$ cat config.mk
export PLATFORM = sky130hd
export DESIGN_NAME = bitmap_row_delta_encoder
export DESIGN_NICKNAME = d
export VERILOG_FILES = /design/src/design/brde_pkg.sv /design/src/design/bitmap_row_delta_encoder.sv /design/src/design/brde_out_reg.sv
export SDC_FILE = /design/constraint.sdc
export NUM_CORES = 1
export LEC_CHECK = 0
export ABC_CLOCK_PERIOD_IN_PS = 4900
export BUFFER_PORTS_ARGS = -buffer_cell sky130_fd_sc_hd__buf_2
export CAP_MARGIN = 5
export CORE_MARGIN = 2
export CORE_UTILIZATION = 30
export DETAILED_ROUTE_END_ITERATION = 8
export PLACE_DENSITY = 0.45
export REMOVE_ABC_BUFFERS = 1
export SYNTH_ARGS = -nofsm -noshare
export SYNTH_HDL_FRONTEND = slang
export SYNTH_HIERARCHICAL = 1
export SYNTH_SLANG_ARGS = --single-unit
$ cat constraint.sdc
create_clock -name i_clk -period 4.9 [get_ports i_clk]
set_clock_uncertainty 0.1 [all_clocks]
set_input_delay 0.98 -clock i_clk [delete_from_list [all_inputs] [get_ports i_clk]]
set_output_delay 0.98 -clock i_clk [all_outputs]
set_load 0.05 [all_outputs]
$ cat src/design/brde_pkg.sv
`timescale 1ns / 1ps

package brde_pkg;

    localparam int unsigned IN_ROW_BITS = 32;
    localparam int unsigned BYTE_BITS   = 8;
    localparam int unsigned WAIT_BITS   = 16;

    typedef struct packed {
        logic                   action;
        logic [IN_ROW_BITS-1:0] row_bits;
    } t_in_beat;

    typedef struct packed {
        logic [BYTE_BITS-1:0] out_byte;
        logic                 last_of_run;
    } t_out_beat;

    localparam logic ACT_ROW    = 1'b0;
    localparam logic ACT_FINISH = 1'b1;

    function automatic logic [2:0] popcount4(input logic [3:0] nib);
        popcount4 = 3'(nib[0]) + 3'(nib[1]) + 3'(nib[2]) + 3'(nib[3]);
    endfunction

endpackage

$ cat src/design/bitmap_row_delta_encoder.sv
`timescale 1ns / 1ps
// Row delta encoder for a one-bit bitmap.
// Input channel (i_in_valid / o_in_ready / i_in_beat): one row or a finish beat.
// Output channel (o_out_valid / i_out_ready / o_out_beat): one stream byte per beat.
// The first row sends its set-pixel count and the set columns. Later rows send
// wait, change count and changed columns, or only bump wait when equal. A finish
// beat compares last row against first, sends a zero byte with last_of_run set
// and clears the run state.
// Steps: a row is accepted, then its set or changed bits are counted nibble by nibble
// through the shared nibble adder; when it changes, the wait and change-count header bytes
// follow and then W column scan steps, one column per cycle while no changed column waits
// on a stalled output, where W = min(ROW_WIDTH, 32). A first row sends its count byte with
// no wait byte. A finish ends with the terminator, sent straight away when no row was seen.
// o_in_ready is high only while the sequencer is idle.
// Bytes leave through an output register; a stalled receiver holds the sequencer
// at its next byte while the scan waits, nothing is dropped.
// Reset (synchronous, active low) clears rows, sets wait to 1 and empties output.
module bitmap_row_delta_encoder #(
    parameter int unsigned ROW_WIDTH = 32
) (
    input  logic               i_clk,
    input  logic               i_rst_n,
    input  logic               i_in_valid,
    output logic               o_in_ready,
    input  brde_pkg::t_in_beat i_in_beat,
    output logic               o_out_valid,
    input  logic               i_out_ready,
    output brde_pkg::t_out_beat o_out_beat
);
    import brde_pkg::*;

    localparam int unsigned EW     = (ROW_WIDTH < IN_ROW_BITS) ? ROW_WIDTH : IN_ROW_BITS;
    localparam int unsigned NIB    = (EW + 3) / 4;
    localparam int unsigned SCAN_W = NIB * 4;
    localparam int unsigned NIBW   = (NIB > 1) ? $clog2(NIB) : 1;
    localparam int unsigned CW     = $clog2(EW + 1);
    localparam int unsigned COLW   = $clog2(EW);

    typedef enum logic [2:0] {
        S_IDLE,
        S_COUNT,
        S_WAIT,
        S_AMT,
        S_SCAN,
        S_TERM
    } t_state;

    t_state                r_state;
    logic [EW-1:0]         r_first;
    logic [EW-1:0]         r_prev;
    logic [WAIT_BITS-1:0]  r_wait;
    logic                  r_seen;
    logic                  r_fin;
    logic                  r_first_mode;
    logic [EW-1:0]         r_diff;
    logic [SCAN_W-1:0]     r_scan;
    logic [NIBW-1:0]       r_nib;
    logic [CW-1:0]         r_cnt;
    logic [COLW-1:0]       r_col;

    logic [EW-1:0]         w_row;
    logic [EW-1:0]         w_diff;
    logic [CW-1:0]         n_cnt;
    logic                  w_nib_last;
    logic                  w_free;
    logic                  s_load;
    t_out_beat             s_beat;

    assign o_in_ready = (r_state == S_IDLE);
    assign w_row      = i_in_beat.row_bits[EW-1:0];
    assign w_diff     = (i_in_beat.action == ACT_FINISH) ? (r_prev ^ r_first) :
                        (r_seen ? (r_prev ^ w_row) : w_row);
    assign n_cnt      = r_cnt + CW'(popcount4(r_scan[3:0]));
    assign w_nib_last = (r_nib == NIBW'(NIB - 1));

    always_comb begin
        s_load = 1'b0;
        s_beat = '0;
        unique case (r_state)
            S_WAIT: begin
                s_load          = w_free;
                s_beat.out_byte = r_wait[BYTE_BITS-1:0];
            end
            S_AMT: begin
                s_load          = w_free;
                s_beat.out_byte = BYTE_BITS'(r_cnt);
            end
            S_SCAN: begin
                s_load          = w_free && r_diff[0];
                s_beat.out_byte = BYTE_BITS'(r_col);
            end
            S_TERM: begin
                s_load             = w_free;
                s_beat.last_of_run = 1'b1;
            end
            default: ;
        endcase
    end

    always_ff @(posedge i_clk) begin
        if (!i_rst_n) begin
            r_state <= S_IDLE;
            r_first <= '0;
            r_prev  <= '0;
            r_wait  <= WAIT_BITS'(1);
            r_seen  <= 1'b0;
            r_fin   <= 1'b0;
        end else begin
            unique case (r_state)
                S_IDLE: begin
                    if (i_in_valid) begin
                        r_scan       <= SCAN_W'(w_diff);
                        r_diff       <= w_diff;
                        r_cnt        <= '0;
                        r_nib        <= '0;
                        r_first_mode <= 1'b0;
                        if (i_in_beat.action == ACT_ROW) begin
                            r_fin   <= 1'b0;
                            r_prev  <= w_row;
                            r_state <= S_COUNT;
                            if (!r_seen) begin
                                r_first_mode <= 1'b1;
                                r_first      <= w_row;
                                r_seen       <= 1'b1;
                            end
                        end else begin
                            r_fin   <= 1'b1;
                            r_state <= r_seen ? S_COUNT : S_TERM;
                        end
                    end
                end
                S_COUNT: begin
                    r_cnt  <= n_cnt;
                    r_scan <= r_scan >> 4;
                    r_nib  <= r_nib + NIBW'(1);
                    if (w_nib_last) begin
                        if (r_first_mode) begin
                            r_state <= S_AMT;
                        end else if (n_cnt == '0) begin
                            r_wait  <= r_wait + WAIT_BITS'(1);
                            r_state <= r_fin ? S_TERM : S_IDLE;
                        end else begin
                            r_state <= S_WAIT;
                        end
                    end
                end
                S_WAIT: begin
                    if (w_free) begin
                        r_wait  <= WAIT_BITS'(1);
                        r_state <= S_AMT;
                    end
                end
                S_AMT: begin
                    if (w_free) begin
                        r_col <= '0;
                        if (r_cnt != '0) begin
                            r_state <= S_SCAN;
                        end else begin
                            r_state <= r_fin ? S_TERM : S_IDLE;
                        end
                    end
                end
                S_SCAN: begin
                    if (!r_diff[0] || w_free) begin
                        r_diff <= r_diff >> 1;
                        r_col  <= r_col + COLW'(1);
                        if (r_col == COLW'(EW - 1)) begin
                            r_state <= r_fin ? S_TERM : S_IDLE;
                        end
                    end
                end
                S_TERM: begin
                    if (w_free) begin
                        r_first <= '0;
                        r_prev  <= '0;
                        r_wait  <= WAIT_BITS'(1);
                        r_seen  <= 1'b0;
                        r_fin   <= 1'b0;
                        r_state <= S_IDLE;
                    end
                end
                default: r_state <= S_IDLE;
            endcase
        end
    end

    brde_out_reg u_out_reg (
        .i_clk   (i_clk),
        .i_rst_n (i_rst_n),
        .i_load  (s_load),
        .i_beat  (s_beat),
        .i_ready (i_out_ready),
        .o_valid (o_out_valid),
        .o_beat  (o_out_beat),
        .o_free  (w_free)
    );

    a_term_zero: assert property (@(posedge i_clk) disable iff (!i_rst_n)
        o_out_valid && o_out_beat.last_of_run |-> o_out_beat.out_byte == '0)
        else $error("terminator beat carries a nonzero byte");

    a_busy_after_accept: assert property (@(posedge i_clk) disable iff (!i_rst_n)
        i_in_valid && o_in_ready |=> !o_in_ready)
        else $error("sequencer ready again right after an accepted beat");

    a_count_range: assert property (@(posedge i_clk) disable iff (!i_rst_n)
        r_state == S_COUNT && w_nib_last |-> n_cnt <= CW'(EW))
        else $error("change count exceeds row width");

    a_scan_has_changes: assert property (@(posedge i_clk) disable iff (!i_rst_n)
        r_state == S_SCAN |-> r_cnt != '0)
        else $error("column scan entered with zero changes");

endmodule

$ cat src/design/brde_out_reg.sv
`timescale 1ns / 1ps

module brde_out_reg (
    input  logic                i_clk,
    input  logic                i_rst_n,
    input  logic                i_load,
    input  brde_pkg::t_out_beat i_beat,
    input  logic                i_ready,
    output logic                o_valid,
    output brde_pkg::t_out_beat o_beat,
    output logic                o_free
);
    import brde_pkg::*;

    logic      r_valid;
    t_out_beat r_beat;

    assign o_free  = !r_valid || i_ready;
    assign o_valid = r_valid;
    assign o_beat  = r_beat;

    always_ff @(posedge i_clk) begin
        if (!i_rst_n) begin
            r_valid <= 1'b0;
        end else if (o_free) begin
            r_valid <= i_load;
        end
    end

    always_ff @(posedge i_clk) begin
        if (o_free && i_load) begin
            r_beat <= i_beat;
        end
    end

endmodule

; After elaboration in Yosys (flattened, before gate mapping)
; Index checks and enable logic that the tools add are counted.
[word_totals]
word_cells = 119
register_bits = 174
[classes]
n_bitwise = 2
n_addsub = 7
reduce_logical = 25
n_mux = 51
eq_ne = 19
[ops]
columns = operator, count
row1 = $mux W32, 10
row2 = $pmux W32 S2, 4
row3 = $mux W16, 4
row4 = $xor A32 B32 Y32, 2
row5 = $mux W3, 14
row6 = $pmux W16 S2, 1
row7 = $pmux W8 S3, 1
row8 = $pmux W3 S6, 1
row9 = $add A16 B1 Y16 const B, 1
row10 = $ne A2 B2 Y1 const B, 8
row11 = $pmux W6 S2, 1
row12 = $reduce_and A4 Y1, 3
row13 = $mux W5, 2
row14 = $pmux W5 S2, 1
row15 = $reduce_and A5 Y1, 2
row16 = $reduce_bool A2 Y1, 5
row17 = $eq A3 B3 Y1 const B, 3
row18 = $reduce_and A3 Y1, 3
row19 = $ne A2 B1 Y1 const B, 4
row20 = $mux W1, 7
row21 = $reduce_and A7 Y1, 1
row22 = $add A6 B3 Y6, 1
row23 = $eq A3 B2 Y1 const B, 2
row24 = $logic_not A6 Y1, 1
row25 = other kinds (17), 22

; Depth between registers and ports, before layout
; Gate-level depths: netlist of run 1.
[logic_depth]
ltp_word = 9
depth_mapped = 11
mapped_depth_nobuf = 10

; Hierarchy
; The synthesis of run 1 kept the hierarchy.
[modules_own_cells]
columns = module, area_per_inst_um2, n_inst, cells_each, seq_area_each_um2
row1 = bitmap_row_delta_encoder, 7936.4, 1, 887, 3913.8
row2 = brde_out_reg, 327.8, 1, 14, 290.3

; Worst setup path before layout of run 1
; No wires, ideal clock.
[synth_path]
path_type = input to register
from = input i_in_valid
to = register r_cnt[0] (enable)
setup_time_ns = 0.453
t_arrival_ns = 3.615
cell_stages = 3
n_path_buf = 1
required_time_ns = 4.347
setup_slack_ns = 0.732
cell_sequence = or4b_1 -> buf_2 -> a21oi_1
[synth_via]
elab_chain_cells = 2
[synth_lines]
columns = element, line_no
row1 = from (decl), bitmap_row_delta_encoder.sv:23  ; input logic i_in_valid,
row2 = $ne A2 B2 Y1 (no line), --
row3 = $reduce_and A3 Y1 (no line), --
row4 = to (signal assigned), bitmap_row_delta_encoder.sv:133  ; r_cnt <= n_cnt;
row5 = to (decl), bitmap_row_delta_encoder.sv:58  ; logic [CW-1:0] r_cnt;
; Every way passes these cells.
; A chain may end at the register's enable or synchronous reset.

; Worst setup path after layout of run 1
[layout_path]
from = register r_scan[0]
to = register r_wait[4]
[layout_via]
elab_chain_cells = 7
[layout_lines]
columns = element, line_no
row1 = from (decl), bitmap_row_delta_encoder.sv:56  ; logic [SCAN_W-1:0] r_scan;
row2 = from (signal assigned), bitmap_row_delta_encoder.sv:112  ; r_scan <= SCAN_W'(w_diff);
row3 = from (signal assigned), bitmap_row_delta_encoder.sv:134  ; r_scan <= r_scan >> 4;
row4 = $add A1 B1 Y2, brde_pkg.sv:23  ; popcount4 = 3'(nib[0]) + 3'(nib[1]) + 3'(nib[2]) + 3'(nib[3]);
row5 = $add A2 B1 Y3, brde_pkg.sv:23
row6 = $add A3 B1 Y3, brde_pkg.sv:23
row7 = $add A6 B3 Y6, bitmap_row_delta_encoder.sv:73  ; assign n_cnt = r_cnt + CW'(popcount4(r_scan[3:0]));
row8 = named net n_cnt[1], bitmap_row_delta_encoder.sv:63  ; logic [CW-1:0] n_cnt;
row9 = $logic_not A6 Y1, bitmap_row_delta_encoder.sv:139  ; end else if (n_cnt == '0) begin
row10 = $ne A2 B2 Y1 (no line), --
row11 = $reduce_and A5 Y1 (no line), --
row12 = to (signal assigned), bitmap_row_delta_encoder.sv:140  ; r_wait <= r_wait + WAIT_BITS'(1);
row13 = to (decl), bitmap_row_delta_encoder.sv:51  ; logic [WAIT_BITS-1:0] r_wait;
; The timed path passes the listed nets, and every way through them passes these cells.

==> results of run 1 <==
-- registers in the layout, indices dropped and copies added, names as in the netlist --
signal	cells
r_cnt	6
r_col	5
r_diff	32
r_fin	1
r_first	32
r_first_mode	1
r_nib	3
r_prev	32
r_scan	32
r_seen	1
r_state	3
r_wait	8
u_out_reg/o_beat	9
u_out_reg/o_valid	1
-- power groups by stage --
stage | sequential, W | clock, W | combinational, W
global placement | 0.00216 | 0 | 0.00175
global route | 0.00218 | 0.00149 | 0.00194
CTS | 0.00213 | 0.00144 | 0.00177
detailed placement | 0.00216 | 0 | 0.00176
floorplan | 0.00224 | 0 | 0.00106
finish | 0.00213 | 0.00141 | 0.00173
-- placed cells by master, fill, tap and decap left out, drive strengths merged, types with 3 or more instances in the layout --
master	Yosys	final
mux2	30	30
o21ai	17	17
and2	6	6
a22oi	12	12
buf	27	65
xnor2	3	3
fa	3	3
nand2b	3	3
bufinv	0	3
clkbuf	44	17
clkinvlp	0	3
and3	9	9
mux2i	11	11
or3	6	6
nor3	3	3
a221oi	3	3
o22ai	34	34
a31oi	14	14
a22o	30	30
edfxtp	88	88
o211a	4	4
xor2	5	5
nand3	59	59
a21oi	91	91
nor2	35	35
nand2	238	238
dfxtp	78	78
inv	15	20
nor2b	3	3
clkinv	0	3
ha	6	6
-- per-stage QoR --
stage / hold WS [ns] / std cells / cell area [sq um]
4_1_cts: 0.368 / 1267 / 9360
3_3_place_gp: 0.352 / 1236 / 8760
3_5_place_dp: 0.358 / 1236 / 8760
5_1_grt: 0.387 / 1267 / 9360
2_1_floorplan: 0.331 / 830 / 7920
6_report: 0.367 / 1267 / 9360
-- logic make-up (layout without fill, tap and decap cells) --
kind of cell / count (synthesis) / count (layout)
XOR/XNOR: 8 / 8
multiplexers: 41 / 41
AND/OR/NAND/NOR: 375 / 375
adder cells (fa/ha/maj): 9 / 9
buffers and inverters: 86 / 111
AO/OA/AOI/OAI: 216 / 216
flip-flops: 166 / 166
-- path summary, 6_finish.rpt --
path / slack, ns / end
worst min-delay path: 0.37 / r_first[8]$_SDFFE_PN0P_
worst max register to register: 1.46 / r_wait[4]$_SDFFE_PN0P_
worst max-delay path: 1.46 / r_wait[4]$_SDFFE_PN0P_
worst min register to register: 0.37 / r_first[8]$_SDFFE_PN0P_
-- cell type report --
type                    count  area, sq um
flip-flops and latches    166         4200
well taps                 341          427
clock buffers              17          425
clock inverters            14          175
fillers                  2821        17700
repair buffers             65          370
multi-input cells         649         3700
inverters                  15         56.3
-- routing by layer --
| metal | vias to the layer above | share of wire [%] | wire (microns) |
|---|---|---|---|
| li1 | 3243 | - | - |
| met1 | 3157 | 48 | 10900 |
| met2 | 98 | 48 | 10800 |
| met3 | 15 | 2.5 | 554 |
| met4 | 0 | 0.92 | 206 |
| met5 | - | 0 | 0 |
-- worst max-delay path, stage by stage, from the launching register on --
cell                       delay (ns)
sky130_fd_sc_hd__edfxtp_1        0.39
sky130_fd_sc_hd__fa_1            0.54
sky130_fd_sc_hd__inv_1           0.05
sky130_fd_sc_hd__fa_1            0.37
sky130_fd_sc_hd__inv_1           0.08
sky130_fd_sc_hd__fa_1            0.44
sky130_fd_sc_hd__or4b_4          0.50
sky130_fd_sc_hd__o22ai_2         0.24
sky130_fd_sc_hd__and3_1          0.38
sky130_fd_sc_hd__a31oi_1         0.13
sky130_fd_sc_hd__a31oi_1         0.15
==> out/results.txt, run 1 <==
The logs give 5.16 ns for the required time at the worst-slack endpoint and 6 for the first-pass iteration count of the detailed router. For this run, the number of Yosys warnings is 6. The detailed router finished its first iteration with 394 violations. In the synthesized netlist, mux cells make up 5.42% of the area. The launching element of the worst setup path was r_scan[0]$_DFFE_PP_. The kind of start point of the critical path was a register.

Worst min-delay path category: reg2reg. The congestion estimate from routability-driven global placement came to 0.709. Counting instances, the worst hold path has a depth of 2. The main combinational cell family by area after synthesis is simple AND/OR/NAND/NOR gates.

The number of DRC violations after detailed routing is 0, and the period utilization is 70.1%. Across all layers, the routed design uses 6513 vias. The tools report the leakage dissipation as 3.59 nW.

The logs give 60 for the largest net degree at the start of global routing and 1.45 ns for the worst setup timing slack at the placement stage. The tools report the final max-slew violation count as 0. In this run the count of I/O pins placed on the die edge is 48. The number of failing hold endpoints at the final stage is 0. In this run, flip-flops and latches consume 40.4% of the power.

For met2 alone, demand over resource in global routing was 27.0%. Setup repair after global routing left no endpoint under its margin. After global routing, the most crowded layer is met2. Ranked by total cell area, the synthesized netlist is headed by sky130_fd_sc_hd__edfxtp_1, sky130_fd_sc_hd__dfxtp_1, sky130_fd_sc_hd__nand2_1.

The clock-pin slew reported for the worst setup and hold paths after clock tree synthesis was 0.07 ns. The tools report the number of global-route vias before repair as 6277. The cell sitting at the root of the clock tree is a sky130_fd_sc_hd__clkbuf_16. The overall overflow remaining after global route is 0, and the highest net fanout along the worst path is 7. The longest clock path from root to sink contains 2 buffers.

The run gives 0.0289 sq mm as the total die area. Synthesis produced 901 cells. In the global route stage, met1 resource usage came out at 21.4%.

The area fraction of the dominant cell type after synthesis was 32.0%. The detail route stage leaves a number of antenna-violating nets equal to 0. Counting the buffers created by CTS gives 17.

After clock tree synthesis, the flow added hold-fix buffers numbering 0. The initial core utilization was 30.6%; the net switching power was 0.00197 W. The internal portion of the total power is 0.00331 W. At the pin with the least slew margin, the transition time is 0.958 ns. The clock tree synthesis step divided the H-tree into 4 levels. The worst slew margin relative to its limit is 35.9%, and the fraction of synthesis flops using an asynchronous set or reset pin is 0%. In the routed layout, each cell is associated on average with a via count of 5.14. The tools report the worst path arrival time as 3.70 ns.

The number of enable flip-flop cells after synthesis is 88. After synthesis, flip-flops and latches occupy 50.9% of the total area. The tools report the latest clock arrival within the worst-skew pair as 0.43 ns. The kind of critical path is reg2reg. The tools report the core utilization of the finished layout as 34.6%. Of the total power, the share spent switching nets is 37.3%. The tools report the initial antenna violation count as 0. Post-CTS timing repair inserted 0 buffers for setup.

The detailed placement HPWL is 13700 microns, and the post-synthesis adder-cell area fraction is 1.64%. The commonest cells after synthesis are sky130_fd_sc_hd__nand2_1, sky130_fd_sc_hd__a21oi_1, sky130_fd_sc_hd__edfxtp_1, sky130_fd_sc_hd__dfxtp_1, sky130_fd_sc_hd__nand3_1. Power share of the combinational group: 32.9%. Counting I/O delays and the setup requirement, the final critical path takes 3.44 ns. Post-CTS repair changed the size of 0 cells.

The peak clock frequency supported by timing came out at 291 MHz. The worst voltage drop across the vdd grid came out at 0.189 mV. For this design the ratio of total power to cell area is 563 mW/mm^2. The overall power of the completed layout was 0.00527 W.

The synthesized netlist devotes 0.848% of its cell area to XOR and XNOR gates. Global routing consumed, on the met3 layer, 2.53% of the routing resources. Summing the areas of all compound-gate instances in the mapped netlist gives 16.7% of the synthesized area. Setup violations remaining at the end of the flow were counted as 0. The tools report the number of distinct standard cells referenced by the synthesized netlist as 58. The number of cells on the worst reg-to-reg path is 10. The largest total area in the synthesized netlist belongs to sky130_fd_sc_hd__edfxtp_1. The tools report the hold path startpoint as r_first[8]$_SDFFE_PN0P_. The share of synthesized cell area in and, or, nand and nor gates was 19.7%. The flow ran to the end, and the final reports show no timing, DRC or antenna violations. The kind of end point of the critical path was a register. In this run the vertical extent of the chip is 170 microns. The first global-routing pass estimated 35900 microns of wire.

For the total number of clock tree sinks, the log shows 166. Summing every instance area after synthesis gives 0.00826 sq mm. Total of flip-flops plus latches after synthesis: 166.

In the final timing run, aggregate negative setup slack is 0 ns. The total global routing track utilization is 16.0%. The repair_antennas step left the layout with diodes totalling 0.

The overall routed net length was 22400 microns. Setup slack closes at 1.46 ns. The mean routed wirelength per cell works out to 17.7 microns. Per report_power, the clock group accounts for 26.7% of the total. TritonCTS built the clock tree.

Most common cell in the synthesized netlist: sky130_fd_sc_hd__nand2_1. The count of buffers inserted at the top-level ports is 47, and the mean area per synthesized cell is 9.17 sq um. For this run, the post-layout net count is 960.

The most used flip-flop cell after synthesis is sky130_fd_sc_hd__edfxtp_1. Relative to the synthesized area, the layout overhead comes to 13.2%. The die extent in x came out at 170 microns. In the final layout, the share of cells above drive strength 1 is 15.6%.

The startpoint identified for the worst register-to-register timing path is r_scan[0]$_DFFE_PP_. In this run the core area contains 60 standard-cell rows. Max-cap violations in this run came to 0. The run gives 0.0270 sq mm as the core footprint.
Note: power is estimated with default switching activity, not from simulation.
==> run 2: changes to the inputs <==
- ABC_CLOCK_PERIOD_IN_PS: 4900 -> 2900
- PLACE_DENSITY: 0.45 -> 0.47
- clock period: 4.9 -> 2.9 ns (I/O delays scaled with it)
==> out/results.txt, run 2 (synthesis gave the netlist of run 1 again) <==
The run finished, with violations left. The checks that failed: setup timing. The last weighted congestion value of the routability-driven placer was 0.801; the initial antenna violation count was 0.

Headroom to the max-slew limit came out at 21.3%. For the power share of the combinational group, the log shows 35.0%. For hold timing, the worst endpoint is r_first[8]$_SDFFE_PN0P_.

Across the VDD grid, the largest voltage drop is 0.357 mV. The tree is rooted in a sky130_fd_sc_hd__clkbuf_16. Dividing the final minimum period by the clock period gives 111%.

Setup repair after global routing could not meet its margin everywhere. The finished cells cover 0.00954 sq mm. The kind of critical path was reg2reg. The net switching power is 0.00343 W, and the routed via count is 6598. Measured along the x axis, the die boundary spans 170 microns.

For this block, the initial DRC count from the detailed router was 517. The repair_antennas step left the layout with diodes totalling 0. The die boundary height is 170 microns. The run gives -0.327 ns as the post-layout worst setup margin. The detail route stage leaves a number of antenna-violating nets equal to 0. The initialized floorplan defines 60 standard-cell rows. The fraction of power spent switching nets is 38.0%, and the reported max-cap violation count is 0.

The final max-slew violation count is 0. Compared with the post-synthesis result, the final layout area differs by 15.4%. The reg-to-reg startpoint was r_scan[3]$_DFFE_PP_.

The run gives 30.6% as the initial core utilization. The worst path needs 3.23 ns of the cycle, external delays included. Along the worst hold path, the cell count comes to 3. The core region is 0.0270 sq mm. In the routed design, unresolved DRC markers number 0. The run gives 39.5% as the proportion of power drawn by flip-flops and latches. The startpoint identified for the worst hold timing path is i_in_beat[8]. Once placement finished, the instance area stood at 0.00889 sq mm.

The global-route wire length before repair was 35100 microns. The count of buffers inserted at the top-level ports was 47; the worst path arrival time was 3.44 ns. For this design the static power due to leakage is 3.69 nW.

The largest net degree at the start of global routing was 54. Clock latency on the worst-skew pair, taken at its later pin, is 0.44 ns. Hold timing on the final database bottoms out at a slack of 0.323 ns.

Setup slack on the worst reg-to-reg path comes out at -0.33 ns. The number of failing hold endpoints at the final stage was 0. The run gives 0 as the hold buffer count at CTS. After clock tree synthesis, the clock-pin slew on the worst setup and hold paths is 0.08 ns. Worst min-delay path category: in2reg. The part of the power in the clock network is 25.4%.

For this design, the sink count on the clock tree is 166. The H-tree level count is 4. The core utilization of the finished layout is 35.3%. Detailed placement ended at an HPWL of 13400 microns. In the routed layout, each cell is associated on average with a via count of 5.14. The endpoint identified for the worst register-to-register timing path is r_wait[6]$_SDFFE_PN0P_. The highest net fanout along the worst path came out at 3. No sink is reached through more buffers than the 2 on the longest clock path.

After global routing the overflow that remains totals 0. The count of final setup violators came out at 11. The mean routed wirelength per cell works out to 16.9 microns. Leaving out fill and tap cells, the most frequent cells in the layout are sky130_fd_sc_hd__nand2_1, sky130_fd_sc_hd__a21oi_1, sky130_fd_sc_hd__edfxtp_1, sky130_fd_sc_hd__dfxtp_1, sky130_fd_sc_hd__nand3_1.

The logs give 5 for the first-pass iteration count of the detailed router and 3.12 ns for the required time at the worst-slack endpoint. The worst-margin pin slew was 1.18 ns. Total power for the finished layout comes to 0.00903 W.

Dividing total power by cell area gives a power density of 946 mW/mm^2. Counting cells, the worst reg-to-reg path comes to 11. The die covers 0.0289 sq mm. OpenSTA, run right after detailed placement, puts the worst setup slack at -0.497 ns.

The most common cell after layout, fill and taps aside is sky130_fd_sc_hd__nand2_1. The kind of end point of the critical path was a register. The peak clock frequency supported by timing was 310 MHz. The kind of start point of the critical path is a register. Global routing used 15.6% of the available tracks.

TritonCTS built the clock tree. Of the cells placed in the final design, the portion with a size suffix greater than 1 is 17.7%. Buffers inserted during clock tree synthesis total 17. The internal power component is 0.00560 W, and the number of global-route vias before repair is 6248. Number of top-level design ports: 48. The logs give 21700 microns for the overall routed net length and 976 for the net count of the finished layout.
[run 2: changes by cell type in the layout (fill, tap and decap cells not counted), moves of 2 or more]
cell | previous run | this run
sky130_fd_sc_hd__buf_4 | 18 | 29
sky130_fd_sc_hd__inv_8 | 0 | 6
sky130_fd_sc_hd__buf_12 | 0 | 3
sky130_fd_sc_hd__bufinv_16 | 3 | 0
sky130_fd_sc_hd__inv_6 | 4 | 1
sky130_fd_sc_hd__buf_6 | 0 | 2
sky130_fd_sc_hd__clkinv_4 | 2 | 4
sky130_fd_sc_hd__clkinvlp_4 | 3 | 1
[run 2: worst max-delay path, stage by stage (launching register included)]
cell and delay [ns]:
sky130_fd_sc_hd__edfxtp_1 0.39, sky130_fd_sc_hd__fa_1 0.54, sky130_fd_sc_hd__inv_1 0.05, sky130_fd_sc_hd__fa_2 0.35, sky130_fd_sc_hd__inv_2 0.06, sky130_fd_sc_hd__fa_1 0.43
sky130_fd_sc_hd__or4b_4 0.51, sky130_fd_sc_hd__o22ai_4 0.19, sky130_fd_sc_hd__nand2_2 0.10, sky130_fd_sc_hd__o21ai_2 0.17, sky130_fd_sc_hd__buf_4 0.15, sky130_fd_sc_hd__a31oi_1 0.07
[run 2: how the worst max path moves through the flow]
| stage | cells past startpoint | slack [ns] | to | from |
|---|---|---|---|---|
| final | 11 | -0.33 | r_wait[6]$_SDFFE_PN0P_ | r_scan[3]$_DFFE_PP_ |
| after global routing | 10 | -0.48 | r_wait[6]$_SDFFE_PN0P_ | r_scan[3]$_DFFE_PP_ |
| after CTS | 10 | -0.33 | r_wait[6]$_SDFFE_PN0P_ | r_scan[0]$_DFFE_PP_ |
| after detailed placement | 10 | -0.50 | r_wait[6]$_SDFFE_PN0P_ | r_scan[0]$_DFFE_PP_ |
| after global placement | 10 | -0.40 | r_wait[6]$_SDFFE_PN0P_ | r_scan[0]$_DFFE_PP_ |
| after floorplan | 3 | -1.46 | r_cnt[0]$_SDFFCE_PN0P_ | r_state[0]$_SDFFE_PN0P_ |
[run 2: timing repair]
item / 4_1_cts / 5_1_grt
gates resized for setup: 7 / 3
setup endpoints to repair: 11 / 11
pin swaps: 6 / 7
buffers inserted: 2 / 2
[run 2: per-stage QoR]
| step | cells | setup TNS [ns] |
|---|---|---|
| final | 1284 | -3.28 |
| after global placement | 1248 | -3.66 |
| after floorplan | 830 | -119.86 |
| after global routing | 1284 | -4.76 |
| after detailed placement | 1248 | -4.65 |
| after CTS | 1282 | -3.22 |
[run 2: layer usage]
layer / vias to the layer above / share of wire, % / global-route usage, %
li1: 3272 / - / -
met1: 3210 / 50 / 21.6
met2: 102 / 46 / 24.7
met3: 14 / 3.1 / 3.47
met4: 0 / 1.1 / 3.94
met5: - / 0 / 0
[run 2: final cells by class]
cell class,instances,area [sq um]
fill,2803,17500
inverter,15,56.3
clock buffer,19,454
clock inverter,13,135
timing repair buffer,81,536
tap,341,427
sequential,166,4200
multi-input combinational,649,3730
[run 2: power by group through the flow]
| stage | Combinational [W] | Clock (W) | Sequential, W |
|---|---|---|---|
| after floorplan | 0.00179 | 0 | 0.00378 |
| after detailed placement | 0.00307 | 0 | 0.00362 |
| after CTS | 0.00317 | 0.00238 | 0.00357 |
| final | 0.00316 | 0.00230 | 0.00357 |
| after global placement | 0.00304 | 0 | 0.00361 |
| after global routing | 0.00355 | 0.00246 | 0.00364 |
==> run 3: changes to the inputs <==
- CELL_PAD_IN_SITES_DETAIL_PLACEMENT: default -> 1
- CELL_PAD_IN_SITES_GLOBAL_PLACEMENT: default -> 2
- PLACE_DENSITY: 0.47 -> 0.67
- SKIP_LAST_GASP: default -> 1
==> out/results.txt, run 3 (synthesis gave the netlist of run 1 again) <==
At the end of the flow, the number of nets in the layout was 978. The logs give -0.371 ns for the post-layout worst setup margin and 48 for the number of top-level design ports. The run gives 0 as the reported max-cap violation count.

The number of DRC violations after detailed routing is 0. The first routing iteration left 283 violations. The tools report the buffer depth of the longest clock path as 2.

The worst setup path is captured at a register. The reg-to-reg startpoint was r_scan[0]$_DFFE_PP_. The worst setup timing slack at the placement stage is -0.554 ns, and the first-pass iteration count of the detailed router is 4. The checks that failed: setup timing. The period utilization works out to 113%.

The total number of clock tree sinks is 166, and the area growth from synthesis to layout is 16.0%. The startpoint identified for the worst hold timing path is i_in_beat[26]. TritonCTS built the clock tree. The logs give 4 for the H-tree level count and 1286 for the final cell count without fillers. The run gives 3132 as the filler cell count. The worst min-delay path category was in2reg. 0 antenna diodes ended up in the layout. The die is 170 microns wide. Power spread over the standard cell area amounts to 962 mW/mm^2.

The total overflow left after global routing is 0. Summed over all layers, the routed wires come to 23800 microns. The detail route stage leaves a number of antenna-violating nets equal to 0. STA puts the critical path data arrival time at 3.53 ns. After clock tree synthesis, the clock-pin slew on the worst setup and hold paths is 0.08 ns.

The placed cell area is 0.00892 sq mm. The tools report the global-route wire length before repair as 38800 microns. The tools report the launching element of the worst setup path as r_scan[0]$_DFFE_PP_.

The highest net fanout along the worst path was 7; the minimum clock period was 3.27 ns. The flow ran to the end, but the final reports show violations. The via density per instance is 5.21. The required time at the worst-slack endpoint is 3.16 ns, and the core footprint is 0.0270 sq mm.

The logs give 0.750 for the last weighted congestion value of the routability-driven placer and 0 for the final max-slew violation count. Once detailed placement completed, the half-perimeter wirelength came to 15200 microns. Once layout is done, the placed cells without fillers occupy 0.00958 sq mm.

STA classifies the critical path startpoint as a register. Once placement completed, the tool counted placed cells totaling 1252. The logs give 30.6% for the initial core utilization and 41.1% for the worst slew margin relative to its limit. After detailed routing, the average wire length per cell comes to 18.5 microns. For the total global routing track utilization, the log shows 17.3%. The library cell used most frequently in the layout, excluding fill and tap cells, is sky130_fd_sc_hd__nand2_1. Measured along the y axis, the die boundary spans 170 microns.

The number of failing hold endpoints at the final stage is 0, and the largest net degree at the start of global routing is 42. Of the cells placed in the final design, the portion with a size suffix greater than 1 is 18.1%. The routed via count was 6696; the total die area was 0.0289 sq mm. Setup repair after global routing could not meet its margin everywhere. The top cell types in the final layout, fill and taps aside, are sky130_fd_sc_hd__nand2_1, sky130_fd_sc_hd__a21oi_1, sky130_fd_sc_hd__edfxtp_1, sky130_fd_sc_hd__dfxtp_1, sky130_fd_sc_hd__nand3_1. The kind of critical path was reg2reg. The root buffer selected by CTS is sky130_fd_sc_hd__clkbuf_16. VDD sags by at most 0.403 mV. The latest clock arrival within the worst-skew pair came out at 0.43 ns.

Port buffering added 47 buffers. In this run the static leakage power is 3.70 nW. Derived from the worst setup path, the maximum achievable clock frequency is 306 MHz. The worst-margin pin slew was 0.881 ns; the initial antenna violation count was 0.

The number of rows in the core area was 60; the number of clock buffers inserted by TritonCTS was 17. Across all register-to-register paths, the minimum setup slack is -0.37 ns. Setup violations remaining at the end of the flow were counted as 11. For the number of global-route vias before repair, the log shows 6963.
==> run 3: cell count changes in the layout (fill, tap and decap cells not counted), sizes merged <==
cell | previous run | this run
clkinv | 5 | 2
bufinv | 0 | 2
inv | 22 | 24
clkbuf | 19 | 17
clkinvlp | 1 | 2
buf | 81 | 83
==> run 3: final cells by class <==
| type | instances | area [sq um] | share of cell area [%] |
|---|---|---|---|
| timing repair buffer | 83 | 543 | 5.67 |
| tap | 341 | 427 | 4.45 |
| sequential | 166 | 4200 | 43.9 |
| clock inverter | 15 | 181 | 1.89 |
| multi-input combinational | 649 | 3750 | 39.1 |
| clock buffer | 17 | 425 | 4.44 |
| inverter | 15 | 56.3 | 0.588 |
==> run 3: worst max-delay path: stages, from the launching register on <==
cell and delay, ns:
sky130_fd_sc_hd__edfxtp_1 0.40, sky130_fd_sc_hd__fa_1 0.54, sky130_fd_sc_hd__inv_1 0.05, sky130_fd_sc_hd__fa_2 0.35, sky130_fd_sc_hd__inv_2 0.07, sky130_fd_sc_hd__fa_1 0.44, sky130_fd_sc_hd__or4b_4 0.52, sky130_fd_sc_hd__o22ai_4 0.18
sky130_fd_sc_hd__and3_4 0.28, sky130_fd_sc_hd__a31oi_1 0.11, sky130_fd_sc_hd__a31oi_1 0.17
==> run 3: power breakdown <==
| group | switching (W) | internal, W |
|---|---|---|
| logic | 0.00210 | 0.00112 |
| clock network | 0.00109 | 0.00131 |
| registers | 0.000332 | 0.00326 |
| total | 0.00352 | 0.00570 |
==> run 3: what timing repair did <==
action,in CTS,in global routing
cloned,0,0
resized for setup,10,0
setup buffers,1,1
pin swaps,7,5
endpoints found under the setup margin,11,11
hold buffers,0,0
==> run 3: worst paths after layout <==
check / to / cells past startpoint
worst min register to register: r_first[3]$_SDFFE_PN0P_ / 2
worst max-delay path: r_wait[2]$_SDFFE_PN0P_ / 10
worst min-delay path: r_first[26]$_SDFFE_PN0P_ / 3
worst max register to register: r_wait[2]$_SDFFE_PN0P_ / 10
==> run 3: through the flow <==
step	utilization [%]	TNS, ns	hold slack (ns)	power, W
CTS	35.4	-3.35	0.313	0.00933
global placement	33.0	-4.14	0.354	0.00672
detailed placement	33.0	-5.35	0.361	0.00682
finish	35.5	-3.60	0.332	0.00921
floorplan	-	-119.86	0.331	0.00557
global route	35.5	-4.64	0.317	0.00982
==> run 3: routing by layer <==
| metal | up-vias | GRT usage [%] | share of wire, % | wire length [microns] |
|---|---|---|---|---|
| met4 | 0 | 4.27 | 0.99 | 235 |
| met3 | 11 | 2.86 | 1.9 | 461 |
| li1 | 3276 | - | - | - |
| met5 | - | 0 | 0 | 0 |
| met2 | 62 | 30.8 | 51 | 12100 |
| met1 | 3347 | 21.7 | 46 | 11000 |
